File: src/design/sorted_priority_queue_update_key_defines.svh
// assertion macros for the sorted priority queue block
// expects aclk and aresetn in the scope of each use
`ifndef SORTED_PRIORITY_QUEUE_UPDATE_KEY_DEFINES_SVH
`define SORTED_PRIORITY_QUEUE_UPDATE_KEY_DEFINES_SVH

// same-cycle implication, checked out of reset
`define SPQ_ASSERT_NOW(lbl, ante, cons, msg) \
    lbl: assert property (@(posedge aclk) disable iff (!aresetn) (ante) |-> (cons)) \
        else $error(msg);

// next-cycle implication, checked out of reset
`define SPQ_ASSERT_NEXT(lbl, ante, cons, msg) \
    lbl: assert property (@(posedge aclk) disable iff (!aresetn) (ante) |=> (cons)) \
        else $error(msg);

`endif

File: src/design/spq_pkg.sv
// shared types and constants for the sorted priority queue block
// no dependencies
package spq_pkg;

    localparam int DEPTH = 16;
    localparam int IDX_W = $clog2(DEPTH);
    localparam int CNT_W = $clog2(DEPTH + 1);
    localparam int OCC_W = 5;

    // id in the low bits, matching the input tdata layout
    typedef struct packed {
        logic [15:0] arr;
        logic [7:0]  sev;
        logic [7:0]  id;
    } spq_entry_t;

    typedef enum logic [1:0] {
        OP_INSERT = 2'd0,
        OP_POP    = 2'd1,
        OP_UPDATE = 2'd2
    } spq_op_t;

    typedef enum logic [1:0] {
        STAT_OK        = 2'd0,
        STAT_EMPTY     = 2'd1,
        STAT_NOT_FOUND = 2'd2,
        STAT_FULL      = 2'd3
    } spq_status_t;

    typedef enum logic [3:0] {
        ST_IDLE,
        ST_DISPATCH,
        ST_SCAN_RD,
        ST_SCAN_CHK,
        ST_REMOVE,
        ST_REM_RD,
        ST_REM_WR,
        ST_PLACE,
        ST_INS_RD,
        ST_INS_CHK,
        ST_INS_LAST,
        ST_DONE
    } spq_state_t;

    typedef struct packed {
        logic outranks;
        logic id_match;
    } spq_cmp_t;

endpackage

File: src/design/spq_store.sv
// entry store: one write port, one registered read port
// depends on spq_pkg
module spq_store (
    input  logic                      aclk,
    input  logic                      wr_en,
    input  logic [spq_pkg::IDX_W-1:0] wr_addr,
    input  spq_pkg::spq_entry_t       wr_data,
    input  logic [spq_pkg::IDX_W-1:0] rd_addr,
    output spq_pkg::spq_entry_t       rd_data
);

    spq_pkg::spq_entry_t mem [spq_pkg::DEPTH];

    always_ff @(posedge aclk) begin
        if (wr_en) begin
            mem[wr_addr] <= wr_data;
        end
        rd_data <= mem[rd_addr];
    end

endmodule

File: src/design/spq_cmp.sv
// shared compare unit: priority order and id match against one stored entry
// depends on spq_pkg
module spq_cmp (
    input  spq_pkg::spq_entry_t key,
    input  spq_pkg::spq_entry_t entry,
    output spq_pkg::spq_cmp_t   result
);

    always_comb begin
        result.outranks = (key.sev > entry.sev)
                       || ((key.sev == entry.sev) && (key.arr < entry.arr));
        result.id_match = (key.id == entry.id);
    end

endmodule

File: src/design/sorted_priority_queue_update_key.sv
// sorted priority queue: one operation per transaction, one result per operation
// insert walks from the tail toward the front, moving each outranked entry down one place;
// pop takes the front entry and pulls the later entries up one place; update scans for
// the first id match, then does the removal and the insert
// throughput: one operation at a time, next input taken the cycle after the result is loaded
// reset: synchronous active-low aresetn empties the queue and drops any pending result
module sorted_priority_queue_update_key (
    input  logic        aclk,
    input  logic        aresetn,
    // input transaction
    input  logic        s_axis_tvalid,
    output logic        s_axis_tready,
    input  logic [31:0] s_axis_tdata,  // entry_id[7:0], severity[15:8], arrival_time[31:16]
    input  logic [1:0]  s_axis_tuser,  // operation[1:0]
    // result transaction
    output logic        m_axis_tvalid,
    input  logic        m_axis_tready,
    output logic [39:0] m_axis_tdata,  // popped_id[7:0], popped_severity[15:8],
                                       // popped_arrival[31:16], occupancy[36:32], zero[39:37]
    output logic [1:0]  m_axis_tuser   // status[1:0]
);

    `include "sorted_priority_queue_update_key_defines.svh"

    localparam int IDX_W = spq_pkg::IDX_W;
    localparam int CNT_W = spq_pkg::CNT_W;
    localparam int OCC_W = spq_pkg::OCC_W;

    spq_pkg::spq_state_t state_reg, state_next;
    logic [CNT_W-1:0]    idx_reg, idx_next;
    logic [CNT_W-1:0]    count_reg, count_next;

    // operation being worked on; key holds id, severity and the arrival used for placing
    logic [1:0]            op_reg, op_next;
    spq_pkg::spq_entry_t   key_reg, key_next;
    spq_pkg::spq_status_t  status_reg, status_next;
    spq_pkg::spq_entry_t   pop_reg, pop_next;

    // registered result, parts the output side from the sequencer
    logic                  m_valid_reg;
    spq_pkg::spq_status_t  m_status_reg;
    spq_pkg::spq_entry_t   m_pop_reg;
    logic [OCC_W-1:0]      m_occ_reg;

    logic                  mem_we;
    logic [IDX_W-1:0]      mem_waddr;
    spq_pkg::spq_entry_t   mem_wdata;
    logic [IDX_W-1:0]      mem_raddr;
    spq_pkg::spq_entry_t   mem_rdata;

    spq_pkg::spq_cmp_t     cmp;

    logic                  s_accept;
    logic                  out_load;

    // pending result reports a full or an empty queue
    logic                  res_full;
    logic                  res_empty;

    spq_store u_store (
        .aclk    (aclk),
        .wr_en   (mem_we),
        .wr_addr (mem_waddr),
        .wr_data (mem_wdata),
        .rd_addr (mem_raddr),
        .rd_data (mem_rdata)
    );

    // one comparator serves both the id scan and the ordered insert walk
    spq_cmp u_cmp (
        .key    (key_reg),
        .entry  (mem_rdata),
        .result (cmp)
    );

    assign s_axis_tready = (state_reg == spq_pkg::ST_IDLE);
    assign s_accept      = s_axis_tvalid && s_axis_tready;
    assign out_load      = (state_reg == spq_pkg::ST_DONE) && (!m_valid_reg || m_axis_tready);

    assign m_axis_tvalid = m_valid_reg;
    assign m_axis_tuser  = m_status_reg;
    assign m_axis_tdata  = {3'b000, m_occ_reg, m_pop_reg};

    assign res_full  = m_valid_reg && (m_status_reg == spq_pkg::STAT_FULL);
    assign res_empty = m_valid_reg && (m_status_reg == spq_pkg::STAT_EMPTY);

    always_ff @(posedge aclk) begin
        if (!aresetn) begin
            state_reg   <= spq_pkg::ST_IDLE;
            idx_reg     <= '0;
            count_reg   <= '0;
            m_valid_reg <= 1'b0;
        end else begin
            state_reg <= state_next;
            idx_reg   <= idx_next;
            count_reg <= count_next;
            if (out_load) begin
                m_valid_reg <= 1'b1;
            end else if (m_axis_tready) begin
                m_valid_reg <= 1'b0;
            end
        end
    end

    // payload, no reset needed
    always_ff @(posedge aclk) begin
        op_reg     <= op_next;
        key_reg    <= key_next;
        status_reg <= status_next;
        pop_reg    <= pop_next;
        if (out_load) begin
            m_status_reg <= status_reg;
            m_pop_reg    <= pop_reg;
            m_occ_reg    <= OCC_W'(count_reg);
        end
    end

    always_comb begin
        state_next  = state_reg;
        idx_next    = idx_reg;
        count_next  = count_reg;
        op_next     = op_reg;
        key_next    = key_reg;
        status_next = status_reg;
        pop_next    = pop_reg;
        mem_we      = 1'b0;
        mem_waddr   = idx_reg[IDX_W-1:0];
        mem_wdata   = key_reg;
        mem_raddr   = idx_reg[IDX_W-1:0];

        case (state_reg)
            spq_pkg::ST_IDLE: begin
                if (s_accept) begin
                    op_next    = s_axis_tuser;
                    key_next   = s_axis_tdata;
                    state_next = spq_pkg::ST_DISPATCH;
                end
            end

            spq_pkg::ST_DISPATCH: begin
                status_next = spq_pkg::STAT_OK;
                pop_next    = '0;
                idx_next    = '0;
                case (op_reg)
                    spq_pkg::OP_INSERT: begin
                        if (count_reg == CNT_W'(spq_pkg::DEPTH)) begin
                            status_next = spq_pkg::STAT_FULL;
                            state_next  = spq_pkg::ST_DONE;
                        end else begin
                            state_next = spq_pkg::ST_PLACE;
                        end
                    end
                    spq_pkg::OP_POP: begin
                        if (count_reg == '0) begin
                            status_next = spq_pkg::STAT_EMPTY;
                            state_next  = spq_pkg::ST_DONE;
                        end else begin
                            state_next = spq_pkg::ST_SCAN_RD;
                        end
                    end
                    spq_pkg::OP_UPDATE: begin
                        if (count_reg == '0) begin
                            status_next = spq_pkg::STAT_NOT_FOUND;
                            state_next  = spq_pkg::ST_DONE;
                        end else begin
                            state_next = spq_pkg::ST_SCAN_RD;
                        end
                    end
                    default: begin
                        // unused code: nothing changes
                        state_next = spq_pkg::ST_DONE;
                    end
                endcase
            end

            spq_pkg::ST_SCAN_RD: begin
                state_next = spq_pkg::ST_SCAN_CHK;
            end

            // pop takes the front entry; update walks until the first id match or the end of the queue
            spq_pkg::ST_SCAN_CHK: begin
                if (op_reg == spq_pkg::OP_POP) begin
                    pop_next   = mem_rdata;
                    state_next = spq_pkg::ST_REMOVE;
                end else if (cmp.id_match) begin
                    key_next.arr = mem_rdata.arr;
                    state_next   = spq_pkg::ST_REMOVE;
                end else if (CNT_W'(idx_reg + 1'b1) == count_reg) begin
                    status_next = spq_pkg::STAT_NOT_FOUND;
                    state_next  = spq_pkg::ST_DONE;
                end else begin
                    idx_next   = CNT_W'(idx_reg + 1'b1);
                    state_next = spq_pkg::ST_SCAN_RD;
                end
            end

            // close the gap at idx by pulling later entries up one place
            spq_pkg::ST_REMOVE: begin
                if (CNT_W'(idx_reg + 1'b1) == count_reg) begin
                    count_next = CNT_W'(count_reg - 1'b1);
                    state_next = (op_reg == spq_pkg::OP_POP) ? spq_pkg::ST_DONE
                                                             : spq_pkg::ST_PLACE;
                end else begin
                    state_next = spq_pkg::ST_REM_RD;
                end
            end

            spq_pkg::ST_REM_RD: begin
                mem_raddr  = IDX_W'(idx_reg + 1'b1);
                state_next = spq_pkg::ST_REM_WR;
            end

            spq_pkg::ST_REM_WR: begin
                mem_we     = 1'b1;
                mem_wdata  = mem_rdata;
                idx_next   = CNT_W'(idx_reg + 1'b1);
                state_next = spq_pkg::ST_REMOVE;
            end

            // insert walks from the tail toward the front, moving outranked entries down
            spq_pkg::ST_PLACE: begin
                idx_next   = count_reg;
                state_next = (count_reg == '0) ? spq_pkg::ST_INS_LAST : spq_pkg::ST_INS_RD;
            end

            spq_pkg::ST_INS_RD: begin
                mem_raddr  = IDX_W'(idx_reg - 1'b1);
                state_next = spq_pkg::ST_INS_CHK;
            end

            spq_pkg::ST_INS_CHK: begin
                mem_we = 1'b1;
                if (cmp.outranks) begin
                    mem_wdata  = mem_rdata;
                    idx_next   = CNT_W'(idx_reg - 1'b1);
                    state_next = (idx_reg == CNT_W'(1)) ? spq_pkg::ST_INS_LAST
                                                        : spq_pkg::ST_INS_RD;
                end else begin
                    // full ties stay behind existing entries
                    count_next = CNT_W'(count_reg + 1'b1);
                    state_next = spq_pkg::ST_DONE;
                end
            end

            spq_pkg::ST_INS_LAST: begin
                mem_we     = 1'b1;
                count_next = CNT_W'(count_reg + 1'b1);
                state_next = spq_pkg::ST_DONE;
            end

            spq_pkg::ST_DONE: begin
                if (out_load) begin
                    state_next = spq_pkg::ST_IDLE;
                end
            end

            default: begin
                state_next = spq_pkg::ST_IDLE;
            end
        endcase
    end

    // checks on the sequencer and the reported result
    `SPQ_ASSERT_NOW(a_count_bound, 1'b1, count_reg <= CNT_W'(spq_pkg::DEPTH), "count over depth")
    `SPQ_ASSERT_NEXT(a_accept_dispatch, s_accept, state_reg == spq_pkg::ST_DISPATCH, "no dispatch")
    `SPQ_ASSERT_NOW(a_full_occ, res_full, m_occ_reg == OCC_W'(spq_pkg::DEPTH), "full not at depth")
    `SPQ_ASSERT_NOW(a_empty_occ, res_empty, m_occ_reg == '0, "empty but entries held")

endmodule

File: config.mk
export PLATFORM = sky130hd
export DESIGN_NAME = sorted_priority_queue_update_key
export DESIGN_NICKNAME = d
export VERILOG_FILES = /design/src/design/spq_pkg.sv /design/src/design/spq_store.sv /design/src/design/spq_cmp.sv /design/src/design/sorted_priority_queue_update_key.sv
export VERILOG_INCLUDE_DIRS = /design/src /design/src/design
export SDC_FILE = /design/constraint.sdc
export NUM_CORES = 1
export LEC_CHECK = 0
export ABC_AREA = 1
export BUFFER_PORTS_ARGS = -buffer_cell sky130_fd_sc_hd__buf_4
export CAP_MARGIN = 20
export CORE_MARGIN = 2
export CORE_UTILIZATION = 37
export DETAILED_ROUTE_END_ITERATION = 8
export SLEW_MARGIN = 20
export SYNTH_ARGS = -nofsm -noshare
export SYNTH_HDL_FRONTEND = slang
export SYNTH_SLANG_ARGS = --single-unit
File: constraint.sdc
create_clock -name aclk -period 4.95 [get_ports aclk]
set_clock_uncertainty 0.05 [all_clocks]
set_input_delay 1.485 -clock aclk [delete_from_list [all_inputs] [get_ports aclk]]
set_output_delay 1.485 -clock aclk [all_outputs]
set_load 0.05 [all_outputs]
; ---- After elaboration in Yosys (flattened, before gate mapping)
; Memory sizes are Yosys's and may differ from the RTL's. A register that Yosys moved wholly into a read port is not among the register bits.
; Index checks and enable logic that the tools add are counted.
[op_classes]
n_addsub = 4
order_cmp = 2
eq_ne = 29
n_mux = 44
reduce_logical = 23
[op_table]
columns = op, n
row1 = $pmux 32 s2, 2
row2 = $mux 32, 3
row3 = $pmux 4 s12, 1
row4 = $mux 4, 9
row5 = $mux 16, 2
row6 = $pmux 16 s2, 1
row7 = $mux 5, 6
row8 = $pmux 5 s5, 1
row9 = $ne 2x2->1 const B, 10
row10 = $eq 4x3->1 const B, 4
row11 = $eq 4x4->1 const B, 4
row12 = $eq 8x8->1, 2
row13 = $lt 16x16->1, 1
row14 = $mux 2, 8
row15 = $pmux 4 s2, 2
row16 = $pmux 5 s3, 1
row17 = $add 5x1->5 const B, 2
row18 = $sub 5x1->5 const B, 2
row19 = $eq 4x2->1 const B, 2
row20 = $gt 8x8->1, 1
row21 = $reduce_and 4->1, 2
row22 = $mux 1, 6
row23 = $pmux 2 s3, 1
row24 = $reduce_and 2->1, 3
row25 = 21 further kinds, 26
[totals]
reg_bits = 122
ramBits = 512
out_inout_bits = 44
word_cells = 120
n_memories = 1
[memory_table]
columns = name, depth, word_bits, read_ports, rd_clocked_by_memory_dff, wr, line
row1 = u_store.mem, 16, 32, 1, 1, 1, spq_store.sv:12  ; spq_pkg::spq_entry_t mem [spq_pkg::DEPTH];

; ---- Longest topological paths before layout
; Gate-level depths: netlist (run 1).
[logic_depth]
depth_word = 6
mapped_depth = 16

; ---- Cells and area by module
; Synthesis (run 1) repeated with hierarchy kept, for this count alone.
[hier_totals]
hier_cells = 2787
hier_area_um2 = 29051.6
[modules_own_cells]
columns = mod, n_inst, cells_each, area_per_inst_um2, seq_area_each_um2
row1 = spq_store, 1, 2120, 22730.6, 16015.4
row2 = sorted_priority_queue_update_key, 1, 555, 5611.6, 3513.4
row3 = spq_cmp, 1, 112, 709.4, 0.0

; ---- Worst setup path before layout (run 1)
; OpenSTA, ideal clock, no wires.
[synth_path]
path_kind = reg-to-reg
startpoint = register state_reg[3]
endpoint = memory u_store.mem[3][0] in the netlist's numbering, enable pin
setup_ns = 0.461
arrival_time_ns = 3.491
setup_slack_ns = 0.948
stages_incl_launch_ff = 7
synth_period_minus_slack_ns = 4.002
path_cell_list = dfxtp_1 -> nand2_1 -> nor3_1 -> nor2_1 -> nand2_1 -> inv_1 -> nor3_1
[synth_between]
elab_chain_cells = 5
elab_cells_between_ends = 7
[synth_rtl]
columns = element, line
row1 = start: declaration, sorted_priority_queue_update_key.sv:29  ; spq_pkg::spq_state_t state_reg, state_next;
row2 = start signal: assignment, sorted_priority_queue_update_key.sv:89  ; state_reg <= spq_pkg::ST_IDLE;
row3 = start signal: assignment, sorted_priority_queue_update_key.sv:94  ; state_reg <= state_next;
row4 = $eq 4x4->1 or $eq 4x3->1 (tied branches), sorted_priority_queue_update_key.sv:131  ; case (state_reg)
row5 = $reduce_or 3->1 (no source line) *, --
row6 = $mux 1 *, sorted_priority_queue_update_key.sv:131
row7 = $mux 1 *, spq_store.sv:15  ; if (wr_en) begin
row8 = $mux 1 (implied by the code) *, spq_store.sv:16  ; mem[wr_addr] <= wr_data;
row9 = end: declaration, spq_store.sv:12
; Every way passes the cells marked *; elsewhere a longest branch is shown, timed or not.

; ---- Final worst setup path (run 1)
[layout_path]
startpoint = register idx_reg[0]
endpoint = register u_store.rd_data[28] (netlist name)
[layout_between]
elab_chain_cells = 2
elab_cells_between_ends = 3
[layout_rtl]
columns = element, line
row1 = start: declaration, sorted_priority_queue_update_key.sv:30  ; logic [CNT_W-1:0] idx_reg, idx_next;
row2 = start signal: assignment, sorted_priority_queue_update_key.sv:95  ; idx_reg <= idx_next;
row3 = $sub 5x1->5 or $add 5x1->5 (tied branches), --
row4 = $pmux 4 s2 *, sorted_priority_queue_update_key.sv:131
; Marks and branches as above.
; A chain may end at the register's enable or synchronous reset.

==> results of run 1 <==
## layout make-up
cell class	count	area share (%)
sequential	666	61.9
multi-input combinational	1332	21.6
clock buffer	86	5.90
tap	959	3.80
timing repair buffer	129	3.49
inverter	188	2.24
clock inverter	39	1.09
## per-stage QoR
step                      hold slack, ns  area [sq um]
after floorplan                    0.350         27500
after global placement             0.350         29300
after detailed placement           0.355         29300
after CTS                          0.367         31600
after global routing               0.362         31600
final                              0.365         31600
## kinds of logic after synthesis
logic type	after synthesis	share of synthesized area, %
AO/OA/AOI/OAI	368	8.29
AND/OR/NAND/NOR	911	13.7
adder cells (fa/ha/maj)	36	1.67
XOR/XNOR	14	0.582
buffers and inverters	310	4.75
other	1	0.0136
flip-flops	666	71.0
## worst min path at each step
stage	slack (ns)	to	start
2_1_floorplan	0.35	m_axis_tdata[0]$_DFFE_PP_	pop_reg[0]$_SDFFCE_PN0P_
3_3_place_gp	0.35	m_axis_tdata[17]$_DFFE_PP_	pop_reg[17]$_SDFFCE_PN0P_
3_5_place_dp	0.35	m_axis_tdata[0]$_DFFE_PP_	pop_reg[0]$_SDFFCE_PN0P_
4_1_cts	0.37	m_axis_tdata[22]$_DFFE_PP_	pop_reg[22]$_SDFFCE_PN0P_
5_1_grt	0.36	m_axis_tdata[22]$_DFFE_PP_	pop_reg[22]$_SDFFCE_PN0P_
6_report	0.37	m_axis_tdata[22]$_DFFE_PP_	pop_reg[22]$_SDFFCE_PN0P_
## worst max-delay path: stages (launching register included)
cell and delay [ns]:
dfxtp_1 0.57, inv_2 0.19, ha_1 0.35, inv_1 0.13, o21ai_1 0.12, nor2_4 0.47
clkinv_2 0.72, buf_4 0.50, o21ai_0 0.13, inv_1 0.07, o21ai_0 0.07, nand3_1 0.09
nand3_1 0.09, nand2_1 0.08
## cell usage in the layout (no fill, tap or decap), types with 2 or more instances in the layout
cell / Yosys / final
ha_1: 35 / 35
bufinv_16: 0 / 5
a21oi_1: 23 / 22
o21ai_1: 37 / 37
nand2_1: 527 / 527
clkinv_2: 0 / 9
nand2_2: 2 / 2
nor2_2: 3 / 2
buf_4: 13 / 119
buf_12: 0 / 9
xnor2_1: 4 / 4
clkinvlp_4: 0 / 5
a31oi_1: 3 / 3
clkbuf_8: 0 / 5
inv_1: 181 / 181
nor3_1: 5 / 2
xor2_1: 8 / 8
clkinv_1: 1 / 16
nor2_4: 0 / 16
inv_2: 6 / 5
o221ai_1: 4 / 4
nand3_1: 176 / 176
clkbuf_1: 46 / 11
nor2_1: 158 / 143
dfxtp_1: 47 / 47
o21ai_0: 136 / 135
clkbuf_16: 0 / 70
o21a_1: 3 / 3
xor2_4: 2 / 2
nand4_1: 8 / 8
o211ai_1: 157 / 157
inv_6: 0 / 4
nor3_2: 0 / 3
or2_2: 30 / 30
edfxtp_1: 619 / 619
conb_1: 1 / 3
## power breakdown
group          total [mW]  internal (mW)  switching (mW)
registers            7.76           7.40           0.365
logic                5.40           1.54            3.86
clock network        5.09           2.94            2.15
## per-layer routing
layer | part of all wire [%] | up-vias | routed length [microns]
li1 | - | 8263 | -
met5 | 0.013 | - | 9
met1 | 42 | 8576 | 29200
met2 | 48 | 669 | 33200
met3 | 7.4 | 111 | 5110
met4 | 2.6 | 2 | 1770
==> results.toml, run 1 <==
[final_layout]
fillCellCount = 6730
area_growth_syn_to_layout_pct = 14.8
regMostFlops = "u_store.mem"
diodes = 0
largest_reg_flops = 512
regArea_sq_um = 19500
finalNonFillerCells = 3399
multi_input_area_sq_um = 6830
fin_util_pct = 43.1
final_nets = 2459
final_layout_size_suffix_gt1_share_pct = 12.0

[clock_tree]
root_buffer = "clkbuf_16"
holdBufCountCts = 0
clock_sinks = 666
cts_tree = "built"
cts_max_path_buffers = 3
cts_buffers = 68
clk_pin_slew_ns = 0.06
postCtsSetupBuffers = 0
cts_max_level = 3
ctsResizeCount = 0
clock_latency_ns = 0.61

[critical_path]
crit_fanout = 33
crit_type = "reg2reg"
start_kind = "flop"
critical_path.startpoint = "idx_reg[0]$_SDFFE_PN0P_"
endpoint = "u_store.rd_data[28]$_DFF_P_"
crit_path_end_kind = "flop"
cp.required_ns = 5.39
regToRegStartpoint = "idx_reg[0]$_SDFFE_PN0P_"
reg2reg_depth = 13
cp.arrival_ns = 4.25
rrSetupSlack_ns = 1.14
reg2reg_to = "u_store.rd_data[28]$_DFF_P_"

[routing]
wl_per_cell_microns = 20.4
drt_pass1_iterations = 5
drt_iter0_drc = 1735
viasPerCell = 5.18
drtAntennaViolNets = 0
post-route-drc-count = 0
vias = 17600
wl_microns = 69300

[floorplan]
dieHeight_microns = 277
die_w_microns = 277
rows = 99
dieArea_sq_um = 76500
core_area_sq_um = 73300
ioPinCount = 82
initial_core_util_pct = 37.5

[timing]
period_minus_slack_ns = 3.81
timing.fmax_mhz = 262
setup-violations-final = 0
setup_tns_ns = 0
relSlewSlack_pct = 28.2
slew_violations = 0
hold_viol = 0
layout_setup_ws_ns = 1.14
period_share_pct = 77.0
tightest_slew_ns = 1.08
rsz0062_at_grt = "no"

[hold_path]
hold_path.class = "reg2reg"
hold_depth = 0

[logic_synthesis]
ys_seq_area_share_pct = 71.0
synthArstFlopShare_pct = 0
synth_area_leaders = "edfxtp_1 68%, nand2_1 7.2%, o211ai_1 4.3%"
yosys-top-cells-count = "619 x edfxtp_1, 527 x nand2_1, 181 x inv_1"
yosysMostFrequentCell = "edfxtp_1"
synth_ff_type = "edfxtp_1"
synth_seq_cells = 666
yosys.area.top_type = "edfxtp_1"
syn_avg_cell_area_sq_um = 11.9
synth_edf_count = 619
syn_inst = 2306
yosysWarnings = 0
ys_types = 39
synth_area_sq_um = 27500
synth_top_area_share_pct = 67.6

[placed_design]
gp_congestion = 0.903
portBuffers = 78
hpwlAfterDp_microns = 39700
post-place-ws_ns = 1.12
dp.cells = 3273

[power]
powerDensity_nw_per_um2 = 578
finalPower_mw = 18.2
ir_worst_vdd_mv = 0.418
p_leak_nw = 11.6

[global_route]
use_met2_pct = 29.3
grt_util_met3_pct = 3.32
grtUsageTotal_pct = 17.9
grt_pass1_vias = 17100
grt.busiest_layer = "met2"
use_met1_pct = 24.1
grt_max_degree = 198
antenna_found_initial = 1
gr-total-overflow = 0
grt_pass1_wl_microns = 105000

[flow_run]
maxCapViolCount = 0

[run_status]
outcome = "finished clean"
No activity file was read; power rests on OpenSTA's default activity.
==> inputs of run 2 (changes only) <==
==> constraint.sdc (replaced) <==
create_clock -name aclk -period 3.59 [get_ports aclk]
set_clock_uncertainty 0.05 [all_clocks]
set_input_delay 1.077 -clock aclk [delete_from_list [all_inputs] [get_ports aclk]]
set_output_delay 1.077 -clock aclk [all_outputs]
set_load 0.05 [all_outputs]
==> run 2 against run 1 <==
  * Sequential share of layout area decreased by 0.38 points
  * Critical path type unchanged
  * Design area grew 0.62%
  * Maximum frequency increased by 28%
  * Clock power is 35% higher
  * Highest routed layer is now met4
  * Largest power group unchanged
  * Worst setup slack worse by 0.53 ns
  * Non-clock buffer count up 12
==> results.toml, run 2 (same netlist as run 1, synthesis figures left out) <==
[critical_path]
regToRegStartpoint = "key_reg[9]$_DFFE_PP_"
start_kind = "flop"
critical_path.startpoint = "key_reg[9]$_DFFE_PP_"
max_stage_delay_ns = 0.53
worst-path-buf-inv = 1
path_cells = "ha_1 -> a21oi_1 -> o21ai_0 -> nand2_1 -> nand2_1 -> nand2_1 -> nand2_1 -> nand2_1 -> buf_4 -> nand3_1 -> nand2_1"
crit_path_end_kind = "flop"
rrSetupSlack_ns = 0.61
crit_fanout = 24
slowest_stage = "edfxtp_1"
crit_type = "reg2reg"
crit_top_cell = "nand2_1"
cp.required_ns = 3.88
cp.arrival_ns = 3.27
path_delay_family = "simple AND/OR/NAND/NOR gates"

[floorplan]
ioPinCount = 82
dieHeight_microns = 277
die_w_microns = 277
initial_core_util_pct = 37.5
dieArea_sq_um = 76500
rows = 99
core_area_sq_um = 73300

[power]
ir_worst_vdd_mv = 0.465
powerDensity_nw_per_um2 = 791
p_leak_nw = 11.7

[clock_tree]
clock_latency_ns = 0.61
cts_max_level = 3
holdBufCountCts = 0
cts_max_path_buffers = 3
postCtsSetupBuffers = 0
clock_sinks = 666
root_buffer = "clkbuf_16"
ctsResizeCount = 0
cts_tree = "built"
clk_pin_slew_ns = 0.06
cts_buffers = 66

[timing]
timing.fmax_mhz = 335
rsz0062_at_grt = "no"
layout_setup_ws_ns = 0.608
tightest_slew_ns = 0.991
relSlewSlack_pct = 33.8
slew_violations = 0
period_minus_slack_ns = 2.98
period_share_pct = 83.1
setup_tns_ns = 0
setup-violations-final = 0
hold_viol = 0

[global_route]
grt_pass1_wl_microns = 110000
antenna_found_initial = 0
grt_pass1_vias = 17400
gr-total-overflow = 0
grtUsageTotal_pct = 18.9
grt_max_degree = 135

[hold_path]
hold_start = "pop_reg[0]$_SDFFCE_PN0P_"
hold_path.class = "reg2reg"

[final_layout]
final_layout_size_suffix_gt1_share_pct = 12.5
mostFrequentLayoutCells = "619 x edfxtp_1, 527 x nand2_1, 181 x inv_1, 176 x nand3_1, 157 x o211ai_1"
largest_reg_flops = 512
design_area_sq_um = 31800
fillCellCount = 6666
area_growth_syn_to_layout_pct = 15.5
regMostFlops = "u_store.mem"
diodes = 0
fin_util_pct = 43.3
final_nets = 2469
layout_commonest_cell = "edfxtp_1"

[routing]
drt_pass1_iterations = 5
drt_iter0_drc = 1771
vias = 18100
post-route-drc-count = 0
drtAntennaViolNets = 0
viasPerCell = 5.30
wl_per_cell_microns = 21.4
wl_microns = 72700

[placed_design]
gp_congestion = 0.893
hpwlAfterDp_microns = 39700
portBuffers = 78
post-place-ws_ns = 0.668
placed_area_sq_um = 29600

[run_status]
outcome = "finished clean"

[flow_run]
maxCapViolCount = 0
==> run 2: final timing paths <==
path / end / cells after the start
hold reg to reg: m_axis_tdata[0]$_DFFE_PP_ / 0
hold / removal: m_axis_tdata[0]$_DFFE_PP_ / 0
setup reg to reg: u_store.mem[4][6]$_DFFE_PP_ / 11
setup / recovery: u_store.mem[4][6]$_DFFE_PP_ / 11
==> run 2: report_power, final <==
group          internal (mW)  switching (mW)  total, mW
registers               10.2           0.544       10.7
logic                   2.24            5.29       7.53
clock network           3.91            2.95       6.85
==> run 2: through the flow <==
stage	hold WS [ns]	std cells	total power [mW]
after global placement	0.351	3286	18.2
after detailed placement	0.355	3286	18.4
final	0.362	3406	25.1
after CTS	0.363	3406	25.2
after floorplan	0.350	2308	15.7
after global routing	0.366	3406	26.5
==> run 2: final cells by class <==
| type | instances | area (sq um) | share of cell area (%) |
|---|---|---|---|
| sequential | 666 | 19500 | 61.5 |
| timing repair buffer | 141 | 1370 | 4.32 |
| inverter | 188 | 707 | 2.23 |
| tap | 959 | 1200 | 3.78 |
| multi-input combinational | 1332 | 6830 | 21.5 |
| clock inverter | 38 | 357 | 1.12 |
| clock buffer | 82 | 1770 | 5.59 |
==> run 2: layer usage <==
metal	global-route usage, %	vias up	share of wire, %	wire length, microns
met5	0	-	0	0
met4	6.05	0	2.4	1770
met3	2.36	116	7.9	5760
met2	31.4	789	47	34500
met1	25.9	8868	42	30700
li1	-	8283	-	-
